$ cat src/rtl/bmft_pkg.sv
`default_nettype none

package bmft_pkg;

    localparam int OPCODE_W  = 3;
    localparam int INDEX_W   = 6;
    localparam int DATA_W    = 8;
    localparam int CFG_W     = 7;
    localparam int CFG_IDX_W = 1;

    localparam logic [CFG_W-1:0] COUNT_RESET = 7'd64;

    localparam logic [CFG_IDX_W-1:0] REG_ROW_COUNT    = 1'b0;
    localparam logic [CFG_IDX_W-1:0] REG_COLUMN_COUNT = 1'b1;

    typedef enum logic [OPCODE_W-1:0] {
        OP_WRITE      = 3'd0,
        OP_READ       = 3'd1,
        OP_FLIP_VERT  = 3'd2,
        OP_FLIP_HORIZ = 3'd3,
        OP_TRANSPOSE  = 3'd4,
        OP_SWAP_ROWS  = 3'd5,
        OP_SWAP_COLS  = 3'd6
    } op_t;

    // Status from the exchange walker to the top level.
    typedef struct packed {
        logic busy;  // walk in progress
        logic swap;  // exchange issued this cycle on addr_a / addr_b
    } walk_stat_t;

endpackage

`default_nettype wire

$ cat src/rtl/bmft_walk.sv
`default_nettype none

// Walks the (outer, inner) index space of a whole-matrix operation and
// issues cell exchanges, with an idle phase (phase_reg) after each one.
module bmft_walk #(
    parameter int MAX_DIM = 64
) (
    input  wire logic                               clk,
    input  wire logic                               rst_n,
    input  wire logic                               start,
    input  wire bmft_pkg::op_t                      op,
    input  wire logic [$clog2(MAX_DIM+1)-1:0]       nr,
    input  wire logic [$clog2(MAX_DIM+1)-1:0]       nc,
    input  wire logic [$clog2(MAX_DIM)-1:0]         first_idx,
    input  wire logic [$clog2(MAX_DIM)-1:0]         second_idx,
    output bmft_pkg::walk_stat_t                    stat,
    output logic [$clog2(MAX_DIM*MAX_DIM)-1:0]      addr_a,
    output logic [$clog2(MAX_DIM*MAX_DIM)-1:0]      addr_b
);
    import bmft_pkg::*;

    localparam int IW = $clog2(MAX_DIM);
    localparam int CW = $clog2(MAX_DIM + 1);
    localparam int AW = $clog2(MAX_DIM * MAX_DIM);

    logic          busy_reg;
    logic          phase_reg;
    op_t           kind_reg;
    logic [CW-1:0] nr_reg;
    logic [CW-1:0] nc_reg;
    logic [IW-1:0] fa_reg;
    logic [IW-1:0] fb_reg;
    logic [CW-1:0] o_reg;
    logic [CW-1:0] n_reg;

    logic [CW-1:0] o_lim;
    logic [CW-1:0] n_lim;
    logic [CW-1:0] row_a;
    logic [CW-1:0] col_a;
    logic [CW-1:0] row_b;
    logic [CW-1:0] col_b;
    logic          active;
    logic          in_outer;
    logic          in_inner;

    always_comb
    begin
        o_lim = '0;
        n_lim = '0;
        row_a = o_reg;
        col_a = n_reg;
        row_b = o_reg;
        col_b = n_reg;
        unique case (kind_reg)
            OP_FLIP_VERT:
            begin
                o_lim = nr_reg;
                n_lim = nc_reg >> 1;
                col_b = nc_reg - CW'(1) - n_reg;
            end
            OP_FLIP_HORIZ:
            begin
                o_lim = nr_reg >> 1;
                n_lim = nc_reg;
                row_b = nr_reg - CW'(1) - o_reg;
            end
            OP_TRANSPOSE:
            begin
                o_lim = nr_reg;
                n_lim = nc_reg;
                row_b = n_reg;
                col_b = o_reg;
            end
            OP_SWAP_ROWS:
            begin
                o_lim = CW'(1);
                n_lim = nc_reg;
                row_a = CW'(fa_reg);
                row_b = CW'(fb_reg);
            end
            OP_SWAP_COLS:
            begin
                o_lim = CW'(1);
                n_lim = nr_reg;
                row_a = n_reg;
                col_a = CW'(fa_reg);
                row_b = n_reg;
                col_b = CW'(fb_reg);
            end
            default:
            begin
                o_lim = '0;
            end
        endcase
    end

    assign active   = busy_reg && !phase_reg;
    assign in_outer = o_reg < o_lim;
    assign in_inner = n_reg < n_lim;

    assign stat.busy = busy_reg;
    assign stat.swap = active && in_outer && in_inner;

    // row * MAX_DIM + col, constant multiply
    assign addr_a = AW'(row_a) * AW'(MAX_DIM) + AW'(col_a);
    assign addr_b = AW'(row_b) * AW'(MAX_DIM) + AW'(col_b);

    always_ff @(posedge clk or negedge rst_n)
    begin
        if (!rst_n)
        begin
            busy_reg  <= 1'b0;
            phase_reg <= 1'b0;
        end
        else if (start)
        begin
            busy_reg  <= 1'b1;
            phase_reg <= 1'b0;
        end
        else if (active)
        begin
            if (!in_outer)
            begin
                busy_reg <= 1'b0;
            end
            else if (in_inner)
            begin
                phase_reg <= 1'b1;
            end
        end
        else
        begin
            phase_reg <= 1'b0;
        end
    end

    always_ff @(posedge clk)
    begin
        if (start)
        begin
            kind_reg <= op;
            nr_reg   <= nr;
            nc_reg   <= nc;
            fa_reg   <= first_idx;
            fb_reg   <= second_idx;
            o_reg    <= '0;
            n_reg    <= (op == OP_TRANSPOSE) ? CW'(1) : '0;
        end
        else if (active && in_outer)
        begin
            if (in_inner)
            begin
                n_reg <= n_reg + CW'(1);
            end
            else
            begin
                // next row; transpose starts right of the diagonal
                o_reg <= o_reg + CW'(1);
                n_reg <= (kind_reg == OP_TRANSPOSE) ? o_reg + CW'(2) : '0;
            end
        end
    end

endmodule

`default_nettype wire

$ cat config.mk
export PLATFORM = sky130hd
export DESIGN_NAME = bmft_walk
export DESIGN_NICKNAME = d
export VERILOG_FILES = /design/src/rtl/bmft_pkg.sv /design/src/rtl/bmft_walk.sv
export SDC_FILE = /design/constraint.sdc
export NUM_CORES = 1
export LEC_CHECK = 0
export BUFFER_PORTS_ARGS = -buffer_cell sky130_fd_sc_hd__buf_2
export CAP_MARGIN = 20
export CORE_ASPECT_RATIO = 1.5
export CORE_MARGIN = 2
export CORE_UTILIZATION = 55
export DETAILED_ROUTE_END_ITERATION = 8
export HOLD_SLACK_MARGIN = 0.05
export PLACE_DENSITY_LB_ADDON = 0.15
export SLEW_MARGIN = 10
export SYNTH_ARGS = -nofsm -noshare
export SYNTH_HDL_FRONTEND = slang
export SYNTH_SLANG_ARGS = --single-unit
$ cat constraint.sdc
create_clock -name clk -period 5.7 [get_ports clk]
set_clock_uncertainty 0.2 [all_clocks]
set_input_delay 1.14 -clock clk [delete_from_list [all_inputs] [get_ports clk]]
set_output_delay 1.14 -clock clk [all_outputs]
set_load 0.005 [all_outputs]
==> flow_summary.yaml <==
status:
  status: "finished, final reports clean"
clocking:
  ctsRootBufferMaster: "clkbuf_8"
  cts_inserted_buffers: 5
  clkLatencyLatePin_ns: 0.31
  post_cts_hold_buffer_count: 0
  post_cts_buffers: 0
  clock_sinks: 45
  tritoncts: "done"
  cts_resized: 0
  worst_setup_hold_path_clk_slew_ns: 0.09
  htreeDepth: 2
  clock_tree.buffer_depth: 2
place:
  dp_hpwl_um: 7845
  gp_congestion: 1.002
  placedCellCount: 527
  place.port_buffers: 57
worst_setup_path:
  slowest_delay_ns: 0.50
  worst-r2r-setup-slack_ns: 1.71
  worstPathRequired_ns: 4.36
  start_kind: "flip-flop"
  rr_startpoint: "kind_reg[2]"
  worstReg2RegEnd: "o_reg[2]"
  critPathArrivalTime_ns: 3.83
  critPathBufInv: 2
  crit_chain: "inv_1, ha_1, fa_1, a21o_1, a21oi_1, nor2_1, a311oi_1, a22o_1, a32o_1, ha_1, nand4bb_1, nand4b_1, xor2_1, buf_2"
  worst_path_max_delay_cell: "edfxtp_1"
  critical_path_peak_fanout: 8
  cp.depth: 14
  rr_worst_depth: 11
  critPathCaptureType: "primary output"
  family_with_the_most_delay_on_the_worst_path: "compound AO/OA/AOI/OAI gates"
  cpMostUsedCell: "ha_1"
  timing.setup.critical_path_class: "flip-flop to primary output"
floorplanning:
  die_area_mm2: 0.007503
  core_area_mm2: 0.006531
  dieHeight_um: 105.1
  ios: 58
  floorplan.initialDensity: 0.5738
  dieWidth_um: 71.40
  num_rows: 36
drt:
  drt_iter0_drc: 234
  vias_per_cell: 6.325
  via_count: 3384
  antenna_violating_nets_post_route: 0
  routed_wl_um: 10260
  routed_len_inst_um: 19.18
  detail_route.first_pass.iterations: 5
  detail_route.drc_violations: 0
pwr:
  p_sw_frac: 0.4211
  power.switching_w: 0.0006049
  p_per_area_mw_per_mm2: 346.8
  power.share.sequential: 0.352
  vdd_drop_max_uv: 240.0
  report.power.total_w: 0.001437
  power.share.combinational: 0.493
  pwr-share-clk: 0.155
  p_leak_nw: 1.703
  internal_power_w: 0.0008316
yosys:
  seq_cells_post_synth: 45
  post_synth_main_area_contributors: "edfxtp_1, ha_1, a21oi_1"
  ys_flop_type: "edfxtp_1"
  synth.avg_cell_area_um2: 9.030
  post-synth-top-count-cell: "edfxtp_1"
  ys.warnings.count: 0
  synth-edff-count: 36
  synthCells: 415
  netlist.top_cell.by_area: "edfxtp_1"
  async_reset_ff_frac: 0.04444
  synth_fp_nets: 479
  synth_common_cells: "edfxtp_1, nand2_1, ha_1, a21oi_1, nor2_1"
  top_area_cell_type_share_of_the_netlist_area: 0.2885
  syn_area_mm2: 0.003747
  synth_cell_types: 64
  ys_seq_area_frac: 0.3392
hold_path:
  timing.hold.worst.class: "flip-flop to flip-flop"
  holdCritStartpoint: "busy_reg"
  number_of_cells_on_the_worst_hold_path: 1
  hold_path_end: "busy_reg"
finish:
  post-route-util: 0.6343
  sequential_cell_area_mm2: 0.001271
  antennaDiodeCount: 0
  num-nets-final: 522
  finish.cell_count_without_fillers: 535
  drive_gt1_frac: 0.1830
  combined_area_of_the_multi_input_logic_cells_mm2: 0.002261
  filler_cell_count: 589
  flow.area_growth_from_synthesis_pct: 10.55
timing:
  fmax_mhz: 193.5
  worst_slew_pin_slew_ns: 1.038
  hold_violations: 0
  timing.final.max_slew_violations: 0
  min_period_over_period: 0.9069
  slew_headroom: 0.3058
  unrepaired_setup_endpoints_after_global_routing: "false"
  setup_tns_ns: 0
  post-route-min-period_ns: 5.169
  setup_viol: 0
job:
  max-cap-violations: 0
global_routing:
  via_count_of_the_first_global_routing_pass: 3216
  groute.usage.overall: 0.2784
  grt_start_max_net_pins: 51
  gr-total-overflow: 0
  antenna_found_initial: 0
  wire_length_of_the_first_global_routing_pass_um: 16060
final cells by class:
class	instances	area share
clock buffer	7	0.02356
clock inverter	1	0.001208
inverter	22	0.01993
multi-input combinational	321	0.5458
sequential	45	0.3069
tap	76	0.02295
timing repair buffer	63	0.07973
how the worst max path moves through the flow:
stage / slack, ns / endpoint / from
after CTS: 0.60 / addr_b[11] / n_reg[0]
after global routing: 0.39 / addr_b[11] / n_reg[0]
after floorplan: 1.47 / stat[0] / kind_reg[2]
after global placement: 1.02 / addr_b[11] / n_reg[0]
after detailed placement: 0.96 / addr_b[11] / n_reg[0]
final: 0.53 / addr_b[11] / n_reg[0]
metrics by stage:
| step | setup slack (ns) | cell area, um^2 | hold WS, ns |
|---|---|---|---|
| after global routing | 0.3885 | 4143 | 0.3917 |
| final | 0.5308 | 4143 | 0.3780 |
| after global placement | 1.024 | 4040 | 0.3477 |
| after floorplan | 1.470 | 3747 | 0.2934 |
| after detailed placement | 0.9642 | 4040 | 0.3594 |
| after CTS | 0.6006 | 4143 | 0.3780 |
power groups by stage:
stage / clock [W] / sequential, W / combinational [W]
after global placement: 0 / 0.000510 / 0.000689
after CTS: 0.000228 / 0.000504 / 0.000705
after floorplan: 0 / 0.000468 / 0.000532
final: 0.000223 / 0.000506 / 0.000708
after global routing: 0.000237 / 0.000512 / 0.000793
after detailed placement: 0 / 0.000511 / 0.000701
cells in the final DEF (no fill, tap or decap), types with 8 or more instances in the layout:
master,netlist,layout
xor2_1,9,9
nand3_1,19,19
a22oi_1,19,19
o21ai_0,24,24
nand2_1,32,32
ha_1,30,30
buf_2,7,57
inv_1,22,22
xnor2_1,14,14
edfxtp_1,36,36
nor2b_1,11,11
nor2_1,26,26
a21oi_1,29,29
a21o_1,8,8
per-layer routing:
metal	up-vias	track usage	part of all wire
li1	1639	-	-
met1	1576	0.3251	0.39
met4	0	0.1334	0.044
met3	37	0.04822	0.060
met5	-	0	0
met2	132	0.4821	0.51
kinds of logic (layout without fill, tap and decap cells):
group                      count (synthesis)  count (layout)  share of synthesized area
and+or+nand+nor                          130             130                     0.1866
AOI/OAI and AO/OA                        125             125                     0.2207
buffers and inverters                     49              93                    0.05743
DFF                                       45              45                     0.3392
adders and majority gates                 32              32                     0.1109
xor gates and xnor gates                  23              23                    0.05376
muxes                                     11              11                    0.03138
No activity file was read; power rests on OpenSTA's default activity.
